<file path="config.mk">
export PLATFORM = sky130hd
export DESIGN_NAME = bitmap_slot_allocator
export DESIGN_NICKNAME = d
export VERILOG_FILES = /design/src/design/bsa_pkg.sv /design/src/design/bsa_ram.sv /design/src/design/bsa_front.sv /design/src/design/bsa_queue.sv /design/src/design/bsa_back.sv /design/src/design/bitmap_slot_allocator.sv
export SDC_FILE = /design/constraint.sdc
export NUM_CORES = 2
export LEC_CHECK = 0
export BUFFER_PORTS_ARGS = -buffer_cell sky130_fd_sc_hd__buf_2
export CAP_MARGIN = 30
export CORE_MARGIN = 2
export CORE_UTILIZATION = 45
export DETAILED_ROUTE_END_ITERATION = 16
export PLACE_DENSITY_LB_ADDON = 0.3
export SLEW_MARGIN = 5
export SYNTH_ARGS = -nofsm -noshare
export SYNTH_HDL_FRONTEND = slang
export SYNTH_HIERARCHICAL = 1
export SYNTH_MEMORY_MAX_BITS = 65536
export SYNTH_SLANG_ARGS = --single-unit
</file>
<file path="constraint.sdc">
create_clock -name clk -period 9.4 [get_ports clk]
set_input_delay 1.41 -clock clk [delete_from_list [all_inputs] [get_ports clk]]
set_output_delay 1.41 -clock clk [all_outputs]
set_load 0.02 [all_outputs]
</file>
<file path="src/design/bsa_pkg.sv">
// shared types and codes for the bitmap slot allocator
package bsa_pkg;

  localparam int ADDR_W = 6;
  localparam int DATA_W = 64;

  localparam logic [1:0] FN_ALLOC = 2'd0;
  localparam logic [1:0] FN_FREE  = 2'd1;
  localparam logic [1:0] FN_GET   = 2'd2;
  localparam logic [1:0] FN_SET   = 2'd3;

  localparam logic [1:0] ST_OK        = 2'd0;
  localparam logic [1:0] ST_FULL      = 2'd1;
  localparam logic [1:0] ST_RANGE     = 2'd2;
  localparam logic [1:0] ST_NOT_ALLOC = 2'd3;

  localparam logic [1:0] KIND_NONE  = 2'd0;
  localparam logic [1:0] KIND_WRITE = 2'd1;
  localparam logic [1:0] KIND_READ  = 2'd2;

  typedef struct packed {
    logic [1:0]        kind;
    logic [ADDR_W-1:0] addr;
    logic [DATA_W-1:0] wdata;
    logic [1:0]        status;
    logic [ADDR_W-1:0] granted;
  } slot_cmd_t;

endpackage

</file>
<file path="src/design/bsa_ram.sv">
// generic single-write single-read ram with registered read
module bsa_ram #(
  parameter int WIDTH = 64,
  parameter int DEPTH = 64
) (
  input  logic                                  clk,
  input  logic                                  we,
  input  logic [(DEPTH > 1 ? $clog2(DEPTH) : 1)-1:0] waddr,
  input  logic [WIDTH-1:0]                      wdata,
  input  logic                                  re,
  input  logic [(DEPTH > 1 ? $clog2(DEPTH) : 1)-1:0] raddr,
  output logic [WIDTH-1:0]                      rdata
);

  logic [WIDTH-1:0] mem [DEPTH];

  always_ff @(posedge clk) begin
    if (we) begin
      mem[waddr] <= wdata;
    end
    if (re) begin
      rdata <= mem[raddr];
    end
  end

endmodule

</file>
<file path="src/design/bsa_front.sv">
// front end: takes commands, checks them against the bitmap, updates the bitmap
module bsa_front #(
  parameter int SLOT_COUNT = 64
) (
  input  logic              clk,
  input  logic              rst,
  input  logic              start,
  input  logic [1:0]        func,
  input  logic [7:0]        slot_index,
  input  logic [63:0]       slot_value,
  input  logic              full,
  output logic              push,
  output bsa_pkg::slot_cmd_t cmd
);
  import bsa_pkg::*;

  localparam int IDX_W = SLOT_COUNT > 1 ? $clog2(SLOT_COUNT) : 1;

  logic [SLOT_COUNT-1:0] used_map, used_map_next;
  logic [SLOT_COUNT-1:0] free_vec, low_vec;
  logic [IDX_W-1:0]      grant_idx;
  logic [IDX_W-1:0]      slot_sel;
  logic                  in_range, allocated;

  assign push     = start && !full;
  assign in_range = ({1'b0, slot_index} < 9'(SLOT_COUNT));
  assign slot_sel = slot_index[IDX_W-1:0];
  assign allocated = in_range && used_map[slot_sel];

  always_comb begin
    free_vec  = ~used_map;
    low_vec   = free_vec & (~free_vec + 1'b1);
    grant_idx = '0;
    for (int i = 0; i < SLOT_COUNT; i++) begin
      if (low_vec[i]) begin
        grant_idx = grant_idx | IDX_W'(i);
      end
    end
  end

  always_comb begin
    cmd           = '0;
    cmd.status    = ST_OK;
    cmd.kind      = KIND_NONE;
    used_map_next = used_map;
    unique case (func)
      FN_ALLOC: begin
        if (|free_vec) begin
          cmd.kind      = KIND_WRITE;
          cmd.addr      = ADDR_W'(grant_idx);
          cmd.granted   = ADDR_W'(grant_idx);
          used_map_next = used_map | low_vec;
        end else begin
          cmd.status = ST_FULL;
        end
      end
      default: begin
        if (!in_range) begin
          cmd.status = ST_RANGE;
        end else if (!allocated) begin
          cmd.status = ST_NOT_ALLOC;
        end else begin
          cmd.addr = ADDR_W'(slot_sel);
          unique case (func)
            FN_FREE: begin
              cmd.kind      = KIND_WRITE;
              used_map_next = used_map & ~(SLOT_COUNT'(1) << slot_sel);
            end
            FN_GET: begin
              cmd.kind = KIND_READ;
            end
            default: begin
              cmd.kind  = KIND_WRITE;
              cmd.wdata = slot_value;
            end
          endcase
        end
      end
    endcase
  end

  always_ff @(posedge clk) begin
    if (rst) begin
      used_map <= '0;
    end else if (push) begin
      used_map <= used_map_next;
    end
  end

endmodule

</file>
<file path="src/design/bsa_queue.sv">
// two-entry command queue between front and back
module bsa_queue (
  input  logic               clk,
  input  logic               rst,
  input  logic               push,
  input  bsa_pkg::slot_cmd_t push_cmd,
  input  logic               pop,
  output bsa_pkg::slot_cmd_t head,
  output logic               empty,
  output logic               full
);
  import bsa_pkg::*;

  slot_cmd_t  entries [2];
  logic       wr_ptr, rd_ptr;
  logic [1:0] count;

  assign head  = entries[rd_ptr];
  assign empty = (count == 2'd0);
  assign full  = (count == 2'd2);

  always_ff @(posedge clk) begin
    if (push) begin
      entries[wr_ptr] <= push_cmd;
    end
  end

  always_ff @(posedge clk) begin
    if (rst) begin
      wr_ptr <= 1'b0;
      rd_ptr <= 1'b0;
      count  <= 2'd0;
    end else begin
      if (push) begin
        wr_ptr <= ~wr_ptr;
      end
      if (pop) begin
        rd_ptr <= ~rd_ptr;
      end
      unique case ({push, pop})
        2'b10:   count <= count + 2'd1;
        2'b01:   count <= count - 2'd1;
        default: count <= count;
      endcase
    end
  end

endmodule

</file>
<file path="src/design/bsa_back.sv">
// back end: applies queued commands to the value store and drives results
module bsa_back #(
  parameter int SLOT_COUNT  = 64,
  parameter int VALUE_WIDTH = 64
) (
  input  logic               clk,
  input  logic               rst,
  input  logic               empty,
  input  bsa_pkg::slot_cmd_t head,
  output logic               pop,
  output logic               done,
  output logic [1:0]         status,
  output logic [5:0]         granted_index,
  output logic [63:0]        read_value
);
  import bsa_pkg::*;

  localparam int IDX_W = SLOT_COUNT > 1 ? $clog2(SLOT_COUNT) : 1;

  logic                   ram_we, ram_re;
  logic [IDX_W-1:0]       ram_addr;
  logic [VALUE_WIDTH-1:0] ram_rdata;
  logic                   res_valid, res_read;
  logic [1:0]             res_status;
  logic [ADDR_W-1:0]      res_granted;

  assign pop      = !empty;
  assign ram_we   = pop && (head.kind == KIND_WRITE);
  assign ram_re   = pop && (head.kind == KIND_READ);
  assign ram_addr = head.addr[IDX_W-1:0];

  bsa_ram #(
    .WIDTH (VALUE_WIDTH),
    .DEPTH (SLOT_COUNT)
  ) u_store (
    .clk   (clk),
    .we    (ram_we),
    .waddr (ram_addr),
    .wdata (head.wdata[VALUE_WIDTH-1:0]),
    .re    (ram_re),
    .raddr (ram_addr),
    .rdata (ram_rdata)
  );

  always_ff @(posedge clk) begin
    if (rst) begin
      res_valid <= 1'b0;
      res_read  <= 1'b0;
    end else begin
      res_valid <= pop;
      res_read  <= ram_re;
    end
  end

  always_ff @(posedge clk) begin
    if (pop) begin
      res_status  <= head.status;
      res_granted <= head.granted;
    end
  end

  assign done          = res_valid;
  assign status        = res_status;
  assign granted_index = res_granted;
  assign read_value    = res_read ? 64'(ram_rdata) : 64'd0;

endmodule

</file>
<file path="src/design/bitmap_slot_allocator.sv">
// top level of the bitmap slot allocator
// done rises once an accepted command has passed the queue entry and then the back end's result register
// throughput: one command per cycle; the value store's single write/read port sets this
// busy rises only when the two-entry queue fills, which steady draining never allows
// reset clears the bitmap, the queue and the result strobe; the value store is not cleared,
// allocate zeroes a slot before it can be read
module bitmap_slot_allocator #(
  parameter int SLOT_COUNT  = 64,
  parameter int VALUE_WIDTH = 64
) (
  input  logic        clk,
  input  logic        rst,
  input  logic        start,
  output logic        busy,
  input  logic [1:0]  func,
  input  logic [7:0]  slot_index,
  input  logic [63:0] slot_value,
  output logic        done,
  output logic [1:0]  status,
  output logic [5:0]  granted_index,
  output logic [63:0] read_value
);
  import bsa_pkg::*;

  slot_cmd_t front_cmd, head;
  logic      push, pop, empty, full;

  assign busy = full;

  bsa_front #(
    .SLOT_COUNT (SLOT_COUNT)
  ) u_front (
    .clk        (clk),
    .rst        (rst),
    .start      (start),
    .func       (func),
    .slot_index (slot_index),
    .slot_value (slot_value),
    .full       (full),
    .push       (push),
    .cmd        (front_cmd)
  );

  bsa_queue u_queue (
    .clk      (clk),
    .rst      (rst),
    .push     (push),
    .push_cmd (front_cmd),
    .pop      (pop),
    .head     (head),
    .empty    (empty),
    .full     (full)
  );

  bsa_back #(
    .SLOT_COUNT  (SLOT_COUNT),
    .VALUE_WIDTH (VALUE_WIDTH)
  ) u_back (
    .clk           (clk),
    .rst           (rst),
    .empty         (empty),
    .head          (head),
    .pop           (pop),
    .done          (done),
    .status        (status),
    .granted_index (granted_index),
    .read_value    (read_value)
  );

endmodule

</file>
Yosys cells after proc, flatten, opt, wreduce, memory -nomap -nowiden --
Memory sizes are Yosys's and may differ from the RTL's. A register that Yosys moved wholly into a read port is not among the register bits. Cells that the tools add are included. W data, S select, Z words.
Cells by class: bitwise operators 8, reduce and logical (&&, ||, !) cells 16, $lt $le $gt $ge 2, $add $sub $neg 3, muxes and demuxes 120, eq/ne operators 9, shifts and indexed selects 1
Operators by type and width (number):
- $mux W64 | 20
- $mux W72 | 5
- $mux W6 | 35
- $not A64 Y64 | 3
- $and A64 B64 Y64 | 2
- $mux W5 | 16
- $add A64 B1 Y64 const B | 1
- $or A64 B64 Y64 | 1
- $reduce_or A64 Y1 | 1
- $shl A1 B6 Y64 const A | 1
- $mux W4 | 8
- $mux W2 | 14
- $mux W8 | 2
- $mux W1 | 13
- $mux W3 | 4
- $reduce_bool A3 Y1 | 4
- $eq A2 B2 Y1 const B | 4
- $lt A8 B7 Y1 const B | 1
- $lt A6 B7 Y1 const B | 1
- $mux W7 | 1
- $bmux W1 S6 | 1
- $eq A2 B1 Y1 const B | 3
- $reduce_and A5 Y1 | 1
- $logic_and A1 B1 Y1 | 4
- other kinds (10) | 13
Word-level totals: input bits 77, memories kept 2, register bits after elaboration 78, memory bits (writable) 4256
Memory list:
- u_back.u_store.mem | depth 64, width 64, rd ports 1, clocked after memory_dff 1, write ports 1, RTL line bsa_ram.sv:15 | logic [WIDTH-1:0] mem [DEPTH];
- u_queue.entries | depth 2, width 80, rd ports 1, clocked after memory_dff 1, write ports 1, RTL line bsa_queue.sv:14 | slot_cmd_t entries [2];

Depth between registers and ports, before layout --
depth after elaboration 70, mapped depth 13, gate-level depth less buffers 8

Modules after synthesis --
Netlist, hierarchy kept.
Modules (own cells, without submodules):
- bsa_ram | area an instance 156989.3 µm², cells an instance 6598, instances 1
- bsa_queue | area an instance 5955.7 µm², cells an instance 271, instances 1
- bsa_front | area an instance 5744.3 µm², cells an instance 788, instances 1
- bsa_back | area an instance 822.0 µm², cells an instance 85, instances 1

Least setup slack after synthesis --
Ideal clock, no wire load.
path type flip-flop to flip-flop, start point register with a tool-made name, end point memory u_back.u_store.mem[48][0], enable pin, buffers on the path 2, slack 2.748 ns, library setup time 0.564 ns, arrival time 6.088 ns, cell stages (with the launch flop) 7, clock period less this slack 6.652 ns, cell sequence dfxtp_1 > buf_2 > buf_2 > mux2_2 > nor3b_1 > nand4b_1 > nor3_1
RTL lines (RTL line):
- end, declared | bsa_ram.sv:15

==> reports/qor.csv <==
stage,metric,value,unit
status,outcome,completed,
grt,grt_antenna_before_repair,20,
logic_synthesis,synthMuxAreaShare,0.1515,
clocking,cts_sinks,4399,
worst_setup_path,reg2reg_setup_slack,4.31,ns
worst_setup_path,worst_r2r_endpoint,u_back/u_store/mem[34][29]$_DFFE_PP_,
clocking,cts_tree,yes,
timing,setup_viol,0,
worst_hold_path,worstHoldEndpoint,u_queue/count[1]$_SDFFE_PP0P_,
die,ioPinCount,151,
layout,register_area,131400,µm²
grt,grt_pass1_vias,85640,
logic_synthesis,synth_area,169500,µm²
logic_synthesis,yosys.area_share.simple,0.02778,
detailed_routing,drtIter0Drc,13160,
layout,fillers,28930,
timing,fin_crit,5.088,ns
clocking,clk_latency,0.99,ns
timing,slew_violations,0,
clocking,htree_levels,5,
die,die_w,617.8,µm
die,fp.dieH,617.8,µm
grt,grt_start_max_net_pins,130,
clocking,cts-resized-gates,0,
power_and_ir_drop,ir_drop,0.2029,mV
logic_synthesis,synthAdderAreaFrac,0.0002952,
detailed_routing,wirelength,478300,µm
worst_setup_path,arrival,5.66,ns
layout,final_common_cell,edfxtp_1,
worst_setup_path,reg2regPathDepth,8,
timing,finalClockSkew,0.05234,ns
worst_setup_path,criticalPathCategory,flop to flop,
clocking,cts.clk_slew.worst_paths,0.06,ns
worst_hold_path,hold_path.class,flop to flop,
logic_synthesis,synth_ff_type,edfxtp_1,
die,rows,225,
timing,worst_slack,4.312,ns
logic_synthesis,synth_nets,7823,
clocking,clock-root-buffer,clkbuf_16,
placement,pre_cts_ws,4.132,ns
worst_setup_path,endpoint_kind,flop,
logic_synthesis,synth_top_family_by_area,multiplexers,
worst_setup_path,cp_max_fo,32,
worst_setup_path,critPathLaunchType,flop,
logic_synthesis,synth_top_cell_by_area,edfxtp_1,
power_and_ir_drop,p_leak,60.00,nW
clocking,cts_buffer_depth,4,
worst_setup_path,max_stage_delay,0.78,ns
placement,place_area,178000,µm²
worst_setup_path,cpMostUsedCell,buf_4,
timing,period_share,0.5413,
die,core,375300,µm²
run,drv_cap,0,
grt,grt_pass1_wl,666300,µm
logic_synthesis,ys_seq_area_frac,0.7751,
layout,design_area,192700,µm²
placement,dp_hpwl,266600,µm
worst_setup_path,cp.required,9.97,ns
detailed_routing,first_pass_iters,8,
logic_synthesis,synth_top_area_frac,0.7667,
clocking,cts_buffers,432,
logic_synthesis,synth_area_leaders,"edfxtp_1, mux4_2, mux2i_1",
layout,multi_input_area,36510,µm²
logic_synthesis,ys_types,84,
power_and_ir_drop,p_per_area,269.3,nW/µm²
detailed_routing,routedWlPerCell,35.27,µm
timing,fmax,196.5,MHz
timing,worst_pin_slew,1.085,ns
grt,overflow,0,
timing,rsz0062_at_grt,false,
grt,grt_use_total,0.2479,
logic_synthesis,syn_inst,7742,
timing,hold_viol,0,
worst_hold_path,hold_start,u_queue/count[1]$_SDFFE_PP0P_,
worst_hold_path,hold_depth,2,
logic_synthesis,avgSynthCellArea,21.90,µm²
logic_synthesis,async_reset_ff_frac,0,
layout,syn_to_final_growth,13.67,%
worst_setup_path,slowest_stage,nor2_4,
logic_synthesis,synth_edf_count,4328,
detailed_routing,drtAntennaViolNets,0,
power_and_ir_drop,finalPower,51.88,mW
timing,fin_setup_tns,0,ns
clocking,ctsHoldBuffers,0,
timing,slew_headroom,0.2765,
logic_synthesis,synth_compound_area_frac,0.03181,
logic_synthesis,ys_ff_latch,4399,
detailed_routing,vias,86200,
layout,final_layout_size_suffix_gt1_frac,0.2783,
die,start_util,0.4517,
layout,final_cell_mix,"edfxtp_1, mux4_2, clkbuf_16, buf_4, a22oi_1",
detailed_routing,vias_per_cell,6.356,
worst_setup_path,worstPathCellList,"mux2_2, nor3b_1, buf_4, nor2b_1, nand2_1, nor2_4, buf_4, buf_4",
placement,port_buffers,150,
layout,final_nets,8270,
die,die_area,381600,µm²
logic_synthesis,synth_xor_area_frac,0.0002067,
detailed_routing,route.detailed.drc,0,
clocking,postCtsSetupBuffers,0,
logic_synthesis,yosysWarnings,6,
placement,place.gp.congestion,0.8303,
logic make-up after synthesis:
logic type	count (synthesis)
xor+xnor	4
buf+inv	482
fa+ha+maj	4
simple gates	867
mux	1265
compound gates	721
flops	4399
report_power, final:
part / internal, mW / leakage, nW / switching [mW]
logic: 4.10 / 13.4 / 6.84
clock network: 9.82 / 6.83 / 7.35
registers: 23.6 / 39.8 / 0.165
total: 37.5 / 60.0 / 14.4
metal layers:
metal,part of all wire,track usage,up-vias
met3,0.10,0.04980,789
met1,0.38,0.3427,46430
li1,-,-,33850
met2,0.48,0.4017,5123
met5,0.000073,0,-
met4,0.032,0.07195,6
metrics by stage:
stage	util	instances	hold WS (ns)
after floorplan	-	7742	0.4614
after global placement	0.4718	12670	0.4791
after detailed placement	0.4744	12720	0.4979
after CTS	0.5116	13510	0.5057
after global routing	0.5134	13550	0.5283
final	0.5135	13560	0.5104
synth_stat cells, drive strengths merged, types with 49 or more instances:
cell and count:
a211oi 84, a21oi 49, a22o 90, a22oi 173, and2 142, and3 81, buf 259, clkbuf 186
dfxtp 71, edfxtp 4328, mux2 81, mux2i 152, mux4 1032, nand2 127, nand3 83, nor2 177
o22ai 86
worst max path at each step:
| stage | endpoint | cells past startpoint | from | slack [ns] |
|---|---|---|---|---|
| after floorplan | u_back/u_store/mem[48][0]$_DFFE_PP_ | 6 | flop | 2.75 |
| after global placement | u_front/used_map[25]$_SDFFE_PP0P_ | 9 | slot_index[0] | 4.16 |
| after detailed placement | u_queue/entries[0][16]$_DFFE_PP_ | 9 | slot_index[0] | 4.13 |
| after CTS | u_back/u_store/mem[34][51]$_DFFE_PP_ | 8 | flop | 4.35 |
| after global routing | u_back/u_store/mem[34][37]$_DFFE_PP_ | 8 | flop | 4.16 |
| final | u_back/u_store/mem[34][29]$_DFFE_PP_ | 8 | flop | 4.31 |
critical path, delay by kind of cell, from the launching register on:
| kind | cells | cell delay (ns) |
|---|---|---|
| and+or+nand+nor | 4 | 1.89 |
| buffers and inverters | 3 | 1.72 |
| DFF | 1 | 0.61 |
| muxes | 1 | 0.41 |
flip-flops by register name, indices dropped and copies added (netlist names), named ones only:
register	count
u_queue/entries	160
u_queue/rd_ptr	1
u_back/granted_index	6
u_back/u_store/mem	4096
u_queue/count	2
u_front/used_map	64
u_back/done	1
u_queue/wr_ptr	1
u_back/res_read	1
u_back/u_store/rdata	64
u_back/status	2
area by class of cell:
class	count	share of cell area
sequential	4399	0.6819
multi-input combinational	2861	0.1895
clock buffer	535	0.05920
tap	4994	0.03243
timing repair buffer	458	0.02275
clock inverter	259	0.01327
inverter	37	0.0007208
antenna	19	0.0002468
(Power assumes the default switching activity.)
